### src/rtl/core/button_debounce_double_tap_core_assert.svh
// Assertion helpers for the debounce core; expect i_clk and i_rst_n in scope.
`ifndef BUTTON_DEBOUNCE_DOUBLE_TAP_CORE_ASSERT_SVH
`define BUTTON_DEBOUNCE_DOUBLE_TAP_CORE_ASSERT_SVH

// Same-cycle implication.
`define BDT_ASSERT_NOW(lbl, ante, cons, msg) \
    lbl: assert property (@(posedge i_clk) disable iff (!i_rst_n) (ante) |-> (cons)) \
        else $error(msg);

// Implication checked in the cycle after the antecedent.
`define BDT_ASSERT_NEXT(lbl, ante, cons, msg) \
    lbl: assert property (@(posedge i_clk) disable iff (!i_rst_n) (ante) |=> (cons)) \
        else $error(msg);

`endif

### src/rtl/core/bdt_pkg.sv
`timescale 1ns / 1ps
package bdt_pkg;

    localparam int BUTTON_COUNT_DEF = 5;
    localparam int LEVEL_W          = 5;
    localparam int CNT_W            = 4;
    localparam int WINDOW_W         = 16;
    localparam int TIME_W           = 32;
    localparam int IDX_W            = 3;
    localparam int CMD_W            = 2;
    localparam int EV_W             = 2;
    localparam int CFG_IDX_W        = 2;
    localparam int CFG_DATA_W       = 16;

    localparam logic [CMD_W-1:0] CMD_POLL   = 2'd0;
    localparam logic [CMD_W-1:0] CMD_CHECK  = 2'd1;
    localparam logic [CMD_W-1:0] CMD_DCHECK = 2'd2;

    localparam logic [EV_W-1:0] EV_NONE     = 2'd0;
    localparam logic [EV_W-1:0] EV_PUSHED   = 2'd1;
    localparam logic [EV_W-1:0] EV_RELEASED = 2'd2;

    localparam logic [CFG_IDX_W-1:0] CFG_REQUIRED_POLLS = 2'd0;
    localparam logic [CFG_IDX_W-1:0] CFG_TAP_WINDOW_MS  = 2'd1;
    localparam logic [CFG_IDX_W-1:0] CFG_NORMAL_LEVELS  = 2'd2;
    localparam logic [CFG_IDX_W-1:0] CFG_TAP_BUTTON     = 2'd3;

    localparam logic [CNT_W-1:0]    REQUIRED_POLLS_RST = 4'd3;
    localparam logic [WINDOW_W-1:0] TAP_WINDOW_MS_RST  = 16'd300;
    localparam logic [LEVEL_W-1:0]  NORMAL_LEVELS_RST  = 5'd20;
    localparam logic [IDX_W-1:0]    TAP_BUTTON_RST     = 3'd1;
    localparam logic [CNT_W-1:0]    CNT_MAX            = 4'd15;

    typedef struct packed {
        logic [CMD_W-1:0]   command;
        logic [LEVEL_W-1:0] raw_levels;
        logic [IDX_W-1:0]   button_index;
        logic [TIME_W-1:0]  now_ms;
    } t_in_item;

    typedef struct packed {
        logic [EV_W-1:0]    button_event;
        logic               double_press;
        logic [LEVEL_W-1:0] confirmed_levels;
    } t_out_item;

endpackage

### src/rtl/core/bdt_in_if.sv
`timescale 1ns / 1ps
interface bdt_in_if;
    logic              valid;
    logic              ready;
    bdt_pkg::t_in_item data;

    modport source (output valid, output data, input ready);
    modport sink   (input valid, input data, output ready);
endinterface

### src/rtl/core/bdt_out_if.sv
`timescale 1ns / 1ps
interface bdt_out_if;
    logic               valid;
    logic               ready;
    bdt_pkg::t_out_item data;

    modport source (output valid, output data, input ready);
    modport sink   (input valid, input data, output ready);
endinterface

### src/rtl/core/bdt_cfg_if.sv
`timescale 1ns / 1ps
interface bdt_cfg_if;
    logic                               valid;
    logic                               ready;
    logic [bdt_pkg::CFG_IDX_W-1:0]      index;
    logic [bdt_pkg::CFG_DATA_W-1:0]     data;

    modport source (output valid, output index, output data, input ready);
    modport sink   (input valid, input index, input data, output ready);
endinterface

### src/rtl/core/button_debounce_double_tap_core.sv
`timescale 1ns / 1ps
// Button debouncer with double-press detection.
// i_in carries one command per transaction: poll (all raw pin levels), check
// (report and clear the change flag of button_index) or double-check (same for
// the tap button, plus double-press timing on now_ms). Every transaction gives
// exactly one result transaction on o_out: event, double-press flag and the
// debounced levels after the command.
// i_cfg writes the four settings (index 0 required polls, 1 tap window in ms,
// 2 released pin levels, 3 tap button); it is always ready and should only be
// used while no command is in flight.
// The result is registered in the output register. All per-button state updates
// when the command is accepted, so one command per cycle is sustained while
// o_out accepts every result.
// The result side is an output register with a one-entry skid stage: a
// stalled receiver holds the current result while one more command is taken,
// after which i_in.ready drops until o_out accepts the held result.
// Reset (synchronous, active low) restores default settings, sets the
// debounced levels to the default released levels, clears counters, change
// flags and the tap arm, and empties the output stages.
module button_debounce_double_tap_core #(
    parameter int BUTTON_COUNT = bdt_pkg::BUTTON_COUNT_DEF
) (
    input  logic      i_clk,
    input  logic      i_rst_n,
    bdt_in_if.sink    i_in,
    bdt_out_if.source o_out,
    bdt_cfg_if.sink   i_cfg
);

    `include "button_debounce_double_tap_core_assert.svh"

    localparam int CNT_W = bdt_pkg::CNT_W;
    localparam int LVL_W = bdt_pkg::LEVEL_W;

    // settings
    logic [CNT_W-1:0]             r_req_polls;
    logic [bdt_pkg::WINDOW_W-1:0] r_window;
    logic [LVL_W-1:0]             r_normal;
    logic [bdt_pkg::IDX_W-1:0]    r_tap_button;

    // debounce state
    logic [BUTTON_COUNT-1:0]      r_level,   n_level;
    logic [BUTTON_COUNT-1:0]      r_pending, n_pending;
    logic [CNT_W-1:0]             r_count [BUTTON_COUNT];
    logic [CNT_W-1:0]             n_count [BUTTON_COUNT];
    logic                         r_tap_armed, n_tap_armed;
    logic [bdt_pkg::TIME_W-1:0]   r_first_tap, n_first_tap;

    // output register and skid stage
    logic                         r_out_valid, r_skid_valid;
    bdt_pkg::t_out_item           r_out_data, r_skid_data;
    bdt_pkg::t_out_item           n_res;

    logic [BUTTON_COUNT-1:0]      raw_ext, normal_ext, rst_level, hit;
    logic [CNT_W-1:0]             need;
    logic [CNT_W-1:0]             inc;
    logic [bdt_pkg::IDX_W-1:0]    sel;
    logic [bdt_pkg::TIME_W-1:0]   gap;
    logic                         is_check, pending_hit, level_hit, normal_hit, in_window;
    logic                         accept, pop;

    // Buttons above the field width read raw and released levels as zero.
    genvar g;
    generate
        for (g = 0; g < BUTTON_COUNT; g++) begin : g_ext
            if (g < LVL_W) begin : g_in
                assign raw_ext[g]    = i_in.data.raw_levels[g];
                assign normal_ext[g] = r_normal[g];
                assign rst_level[g]  = bdt_pkg::NORMAL_LEVELS_RST[g];
            end else begin : g_zero
                assign raw_ext[g]    = 1'b0;
                assign normal_ext[g] = 1'b0;
                assign rst_level[g]  = 1'b0;
            end
        end
    endgenerate

    assign accept      = i_in.valid && i_in.ready;
    assign pop         = r_out_valid && o_out.ready;
    assign i_in.ready  = !r_skid_valid;
    assign o_out.valid = r_out_valid;
    assign o_out.data  = r_out_data;
    assign i_cfg.ready = 1'b1;

    assign need     = (r_req_polls == '0) ? CNT_W'(1) : r_req_polls;
    assign is_check = (i_in.data.command == bdt_pkg::CMD_CHECK) ||
                      (i_in.data.command == bdt_pkg::CMD_DCHECK);
    assign sel      = (i_in.data.command == bdt_pkg::CMD_CHECK) ? i_in.data.button_index
                                                               : r_tap_button;
    assign gap       = i_in.data.now_ms - r_first_tap;
    assign in_window = gap <= {{(bdt_pkg::TIME_W - bdt_pkg::WINDOW_W){1'b0}}, r_window};

    always_comb begin
        for (int i = 0; i < BUTTON_COUNT; i++) begin
            hit[i] = (int'(sel) == i);
        end
    end

    // Out-of-range selections give an all-zero hit mask, so nothing is seen or cleared.
    assign pending_hit = |(r_pending & hit);
    assign level_hit   = |(r_level & hit);
    assign normal_hit  = |(normal_ext & hit);

    always_comb begin
        n_level     = r_level;
        n_pending   = r_pending;
        n_tap_armed = r_tap_armed;
        n_first_tap = r_first_tap;
        inc         = '0;
        n_res.button_event = bdt_pkg::EV_NONE;
        n_res.double_press = 1'b0;
        for (int i = 0; i < BUTTON_COUNT; i++) begin
            n_count[i] = r_count[i];
        end

        if (i_in.data.command == bdt_pkg::CMD_POLL) begin
            for (int i = 0; i < BUTTON_COUNT; i++) begin
                if (raw_ext[i] != r_level[i]) begin
                    inc = (r_count[i] == bdt_pkg::CNT_MAX) ? bdt_pkg::CNT_MAX
                                                           : r_count[i] + CNT_W'(1);
                    if (inc >= need) begin
                        n_level[i]   = raw_ext[i];
                        n_pending[i] = 1'b1;
                        n_count[i]   = '0;
                    end else begin
                        n_count[i] = inc;
                    end
                end else begin
                    n_count[i] = '0;
                end
            end
        end else if (is_check) begin
            if (pending_hit) begin
                n_pending = r_pending & ~hit;
                n_res.button_event = (level_hit == normal_hit) ? bdt_pkg::EV_RELEASED
                                                               : bdt_pkg::EV_PUSHED;
            end
            if (i_in.data.command == bdt_pkg::CMD_DCHECK) begin
                if (n_res.button_event == bdt_pkg::EV_PUSHED) begin
                    if (r_tap_armed && in_window) begin
                        n_tap_armed        = 1'b0;
                        n_res.double_press = 1'b1;
                    end else begin
                        n_tap_armed = 1'b1;
                        n_first_tap = i_in.data.now_ms;
                    end
                end else if (r_tap_armed && !in_window) begin
                    n_tap_armed = 1'b0;
                end
            end
        end
        // buttons above the field width do not show in the levels word
        n_res.confirmed_levels = '0;
        for (int i = 0; i < BUTTON_COUNT && i < LVL_W; i++) begin
            n_res.confirmed_levels[i] = n_level[i];
        end
    end

    always_ff @(posedge i_clk) begin
        if (!i_rst_n) begin
            r_req_polls  <= bdt_pkg::REQUIRED_POLLS_RST;
            r_window     <= bdt_pkg::TAP_WINDOW_MS_RST;
            r_normal     <= bdt_pkg::NORMAL_LEVELS_RST;
            r_tap_button <= bdt_pkg::TAP_BUTTON_RST;
        end else if (i_cfg.valid) begin
            case (i_cfg.index)
                bdt_pkg::CFG_REQUIRED_POLLS: r_req_polls  <= i_cfg.data[CNT_W-1:0];
                bdt_pkg::CFG_TAP_WINDOW_MS:  r_window     <= i_cfg.data[bdt_pkg::WINDOW_W-1:0];
                bdt_pkg::CFG_NORMAL_LEVELS:  r_normal     <= i_cfg.data[LVL_W-1:0];
                bdt_pkg::CFG_TAP_BUTTON:     r_tap_button <= i_cfg.data[bdt_pkg::IDX_W-1:0];
                default: ;
            endcase
        end
    end

    always_ff @(posedge i_clk) begin
        if (!i_rst_n) begin
            r_level     <= rst_level;
            r_pending   <= '0;
            r_tap_armed <= 1'b0;
            r_first_tap <= '0;
            for (int i = 0; i < BUTTON_COUNT; i++) begin
                r_count[i] <= '0;
            end
        end else if (accept) begin
            r_level     <= n_level;
            r_pending   <= n_pending;
            r_tap_armed <= n_tap_armed;
            r_first_tap <= n_first_tap;
            for (int i = 0; i < BUTTON_COUNT; i++) begin
                r_count[i] <= n_count[i];
            end
        end
    end

    // Skid is only filled while the output register is held; ready is low while it is full.
    always_ff @(posedge i_clk) begin
        if (!i_rst_n) begin
            r_out_valid  <= 1'b0;
            r_skid_valid <= 1'b0;
        end else if (pop) begin
            if (r_skid_valid) begin
                r_skid_valid <= 1'b0;
            end else begin
                r_out_valid <= accept;
            end
        end else if (accept) begin
            if (r_out_valid) begin
                r_skid_valid <= 1'b1;
            end else begin
                r_out_valid <= 1'b1;
            end
        end
    end

    always_ff @(posedge i_clk) begin
        if (pop && r_skid_valid) begin
            r_out_data <= r_skid_data;
        end else if ((pop || !r_out_valid) && accept) begin
            r_out_data <= n_res;
        end
        if (accept && r_out_valid && !pop) begin
            r_skid_data <= n_res;
        end
    end

    `BDT_ASSERT_NOW(a_skid_behind_out, r_skid_valid, r_out_valid,
        "skid stage holds a result while the output register is empty")
    `BDT_ASSERT_NOW(a_double_is_push, o_out.valid && o_out.data.double_press,
        o_out.data.button_event == bdt_pkg::EV_PUSHED,
        "double press reported without a push event")
    `BDT_ASSERT_NEXT(a_double_disarms, accept && n_res.double_press, !r_tap_armed,
        "tap arm still set after a double press")
    `BDT_ASSERT_NEXT(a_poll_keeps_flags, accept && i_in.data.command == bdt_pkg::CMD_POLL,
        ($past(r_pending) & ~r_pending) == '0,
        "poll cleared a change flag")

endmodule
### src/flat_wrapper.sv
// flat-port wrapper written by rule: the top's interface ports become plain ports
module button_debounce_double_tap_core_flat 
#(
    parameter int BUTTON_COUNT = bdt_pkg::BUTTON_COUNT_DEF
)
  (i_clk, i_rst_n, i_in_valid, i_in_data, i_in_ready, o_out_valid, o_out_data, o_out_ready, i_cfg_valid, i_cfg_index, i_cfg_data, i_cfg_ready);
  bdt_in_if i_in_i ();
  bdt_out_if o_out_i ();
  bdt_cfg_if i_cfg_i ();
  input  logic i_clk;
  input  logic i_rst_n;
  input wire logic [$bits(i_in_i.valid)-1:0] i_in_valid;
  input wire logic [$bits(i_in_i.data)-1:0] i_in_data;
  output wire logic [$bits(i_in_i.ready)-1:0] i_in_ready;
  output wire logic [$bits(o_out_i.valid)-1:0] o_out_valid;
  output wire logic [$bits(o_out_i.data)-1:0] o_out_data;
  input wire logic [$bits(o_out_i.ready)-1:0] o_out_ready;
  input wire logic [$bits(i_cfg_i.valid)-1:0] i_cfg_valid;
  input wire logic [$bits(i_cfg_i.index)-1:0] i_cfg_index;
  input wire logic [$bits(i_cfg_i.data)-1:0] i_cfg_data;
  output wire logic [$bits(i_cfg_i.ready)-1:0] i_cfg_ready;
  assign i_in_i.valid = i_in_valid;
  assign i_in_i.data = i_in_data;
  assign i_in_ready = i_in_i.ready;
  assign o_out_valid = o_out_i.valid;
  assign o_out_data = o_out_i.data;
  assign o_out_i.ready = o_out_ready;
  assign i_cfg_i.valid = i_cfg_valid;
  assign i_cfg_i.index = i_cfg_index;
  assign i_cfg_i.data = i_cfg_data;
  assign i_cfg_ready = i_cfg_i.ready;
  button_debounce_double_tap_core #(.BUTTON_COUNT(BUTTON_COUNT)) u_core (.i_clk(i_clk), .i_rst_n(i_rst_n), .i_in(i_in_i), .o_out(o_out_i), .i_cfg(i_cfg_i));
endmodule
### config.mk
export PLATFORM = sky130hd
export DESIGN_NAME = button_debounce_double_tap_core_flat
export DESIGN_NICKNAME = d
export VERILOG_FILES = /design/src/rtl/core/bdt_pkg.sv /design/src/rtl/core/bdt_in_if.sv /design/src/rtl/core/bdt_out_if.sv /design/src/rtl/core/bdt_cfg_if.sv /design/src/rtl/core/button_debounce_double_tap_core.sv /design/src/flat_wrapper.sv
export VERILOG_INCLUDE_DIRS = /design/src /design/src/rtl/core
export SDC_FILE = /design/constraint.sdc
export NUM_CORES = 1
export LEC_CHECK = 0
export ABC_AREA = 1
export BUFFER_PORTS_ARGS = -buffer_cell sky130_fd_sc_hd__buf_2
export CORE_ASPECT_RATIO = 0.75
export CORE_UTILIZATION = 64
export CTS_CLUSTER_SIZE = 40
export DETAILED_ROUTE_END_ITERATION = 8
export PLACE_DENSITY = 0.94
export SYNTH_ARGS = -nofsm -noshare
export SYNTH_HDL_FRONTEND = slang
export SYNTH_SLANG_ARGS = --single-unit
### constraint.sdc
create_clock -name i_clk -period 7.6 [get_ports i_clk]
set_input_delay 1.14 -clock i_clk [delete_from_list [all_inputs] [get_ports i_clk]]
set_output_delay 1.14 -clock i_clk [all_outputs]
set_load 0.05 [all_outputs]
==> flow_summary.toml <==
[logic_synthesis]
netlist_area_mm2 = 0.00833
synth_seq_cells = 109
synth.top_cell.area_share = 0.175
ys_async_sr_fraction = 0
yosys_warnings = 0
synthCells = 1282
synth.largest_area_cell = "dfxtp_1"
synth.cells.most_frequent = "324 x nand2_1, 254 x inv_1, 149 x nor2_1"
synth_cell_types = 38
synth_ff_type = "dfxtp_1"
syn-num-nets = 1424
avgSynthCellArea_um2 = 6.50
seq_area_frac_synth = 0.305
synth_most_common_cell = "nand2_1"
synth-edff-count = 36
netlist_top_cells_area = "dfxtp_1 18%, nand2_1 15%, edfxtp_1 13%"

[timing]
final_max_slew_viol_count = 0
min_period_over_period = 0.645
fmax_mhz = 204
setup_tns_ns = 0
relSlewSlack = 0.193
hold_violations = 0
worstMarginPinSlew_ns = 1.20
skew_ns = 0.0109
finalSetupViolCount = 0
rsz0062_at_grt = "no"
period_minus_slack_ns = 4.90

[floorplan]
dieArea_mm2 = 0.0135
start_util = 0.667
io-pin-count = 76
die_w_um = 134
num_rows = 35
core_area_mm2 = 0.0125
die_h_um = 101

[critical_path]
critPathKind = "in -> reg"
rr_endpoint = "u_core.o_out.data[5]$_DFFE_PP_"
ff2ff_setup_slack_ns = 3.27
worstSetupEndpointType = "register"
worst_setup_path_start_kind = "input port"
ff2ff_path_depth = 22
crit_required_ns = 7.81
arrival_ns = 5.11
cp_max_fo = 33
rr_startpoint = "u_core.r_first_tap[8]$_SDFFE_PN0P_"

[power_and_ir_drop]
clkPwrFrac = 0.334
comb_power_share = 0.232
ir_worst_vdd_mv = 0.118
p_per_area_mw_per_mm2 = 162
totalPowerFinal_mw = 1.47
leakage_nw = 4.62
internal_power_mw = 0.992
p_sw_frac = 0.327
switchingPower_mw = 0.483
p_seq_frac = 0.433

[clocking]
cts-htree-levels = 3
clk_path_buf_depth = 2
cts_setup_buffers = 0
cts_made_buffers = 9
clk_latency_ns = 0.36
clockRootBuffer = "clkbuf_16"
clk_pin_slew_ns = 0.08
tritoncts = "done"
cts_resized = 0
numClockSinks = 109
hold_buffers = 0

[route]
post_drt_wl_per_cell_um = 13.9
drtIter0Drc = 880
drt-total-wl_um = 21100
drtAntennaViolNets = 0
drc = 0
drtPass1Iterations = 6
vias = 8458
vias_per_cell = 5.57

[layout]
fin_nets = 1489
drive_gt1_frac = 0.0821
syn_to_final_growth_pct = 9.59
n_antenna_cell = 0

[place]
dp_hpwl_um = 16400
gp_congestion = 1.08
port_buffers = 74

[min_path]
holdPathEnd = "u_core.r_window[9]$_SDFFE_PN0P_"
holdPathStages = 2
hp-class = "reg -> reg"
hold_start = "u_core.r_window[9]$_SDFFE_PN0P_"

[global_route]
grt_max_degree = 73
grt_pass1_wl_um = 34300
overflow = 0
met2_usage = 0.509
grt_pass1_vias = 7537
grt_usage = 0.318
antenna_found_initial = 0
use_met1 = 0.439
busiest_layer = "met2"
use_met3 = 0.0644

[status]
outcome = "completed"

[job]
maxCapViolations = 0
critical path, stage by stage:
cell,delay [ns]
buf_2,0.07
inv_1,0.04
ha_1,0.22
fa_1,0.41
inv_1,0.12
nand3_1,0.08
nand3_1,0.21
nand2_1,0.10
nand3_1,0.15
xor2_1,0.11
ha_1,0.30
nand3_1,0.08
nor3_1,0.20
nand3_1,0.11
nand2_1,0.13
nand3_1,0.10
nor2_1,0.11
nand3_1,0.10
nor2_1,0.14
nand3_2,0.60
nor2_1,0.37
nor2_1,0.08
nor2_1,0.13
layout by cell type, fill, tap and decap left out, types with 7 or more instances in the layout:
cell       count
nand2_1      324
inv_1        254
nor2_1       149
nand3_1      104
ha_1          76
a21oi_1       74
buf_2         74
dfxtp_1       73
o21ai_0       57
edfxtp_1      36
xor2_1        17
nor3_1        12
o211ai_1      11
nand4_1       11
clkbuf_16      9
nand3b_1       8
or2_2          7
a31oi_1        7
layer usage:
layer	vias to the layer above	share of wire
li1	4204	-
met4	0	0.014
met3	30	0.095
met2	422	0.43
met5	-	0
met1	3802	0.46
cell families (layout without fill, tap and decap cells):
| family | Yosys count | count (layout) | share of synthesized area |
|---|---|---|---|
| and+or+nand+nor | 625 | 625 | 0.314 |
| buffers and inverters | 276 | 346 | 0.127 |
| AOI/OAI and AO/OA | 174 | 174 | 0.116 |
| DFF | 109 | 109 | 0.305 |
| adders and majority gates | 77 | 77 | 0.117 |
| xor gates and xnor gates | 20 | 20 | 0.0210 |
| other | 1 | 1 | 0.000450 |
stage by stage:
stage	util	instance area [um2]	hold slack (ns)	std cells	worst slack (ns)
after floorplan	-	8330	0.430	1282	3.66
after global placement	0.706	8820	0.445	1502	2.81
after detailed placement	0.706	8820	0.460	1502	2.48
after CTS	0.731	9130	0.471	1518	2.76
after global routing	0.731	9130	0.495	1518	2.49
final	0.731	9130	0.469	1518	2.70
area by class of cell:
cell class | instances | area (um2)
sequential | 109 | 2540
fill | 1002 | 3350
timing repair buffer | 76 | 385
multi-input combinational | 897 | 4730
tap | 166 | 208
clock inverter | 7 | 85.1
inverter | 254 | 953
clock buffer | 9 | 225
power groups by stage:
stage / clock network (mW) / registers (mW) / logic [mW]
3_5_place_dp: 0 / 0.652 / 0.331
4_1_cts: 0.497 / 0.639 / 0.334
3_3_place_gp: 0 / 0.651 / 0.317
2_1_floorplan: 0 / 0.666 / 0.224
5_1_grt: 0.521 / 0.642 / 0.380
6_report: 0.493 / 0.639 / 0.342
state kept, by name, indices dropped and copies added, names as in the netlist:
signal,cells
u_core.r_count,20
u_core.r_skid_data,8
u_core.r_pending,5
u_core.r_window,16
u_core.normal_ext,5
u_core.r_tap_armed,1
u_core.r_tap_button,3
u_core.r_skid_valid,1
u_core.o_out.valid,1
u_core.r_level,5
u_core.o_out.data,8
u_core.r_first_tap,32
u_core.r_req_polls,4
how the worst max path moves through the flow:
stage                       from                                   to  slack, ns
floorplan           i_in_data[0]  u_core.r_first_tap[10]$_SDFFE_PN0P_       3.66
finish              i_in_data[0]       u_core.o_out.data[5]$_DFFE_PP_       2.70
global route        i_in_data[0]       u_core.o_out.data[5]$_DFFE_PP_       2.49
global placement    i_in_data[0]       u_core.o_out.data[5]$_DFFE_PP_       2.81
CTS                 i_in_data[0]       u_core.o_out.data[5]$_DFFE_PP_       2.76
detailed placement  i_in_data[0]       u_core.o_out.data[5]$_DFFE_PP_       2.48
(Power assumes the default switching activity.)
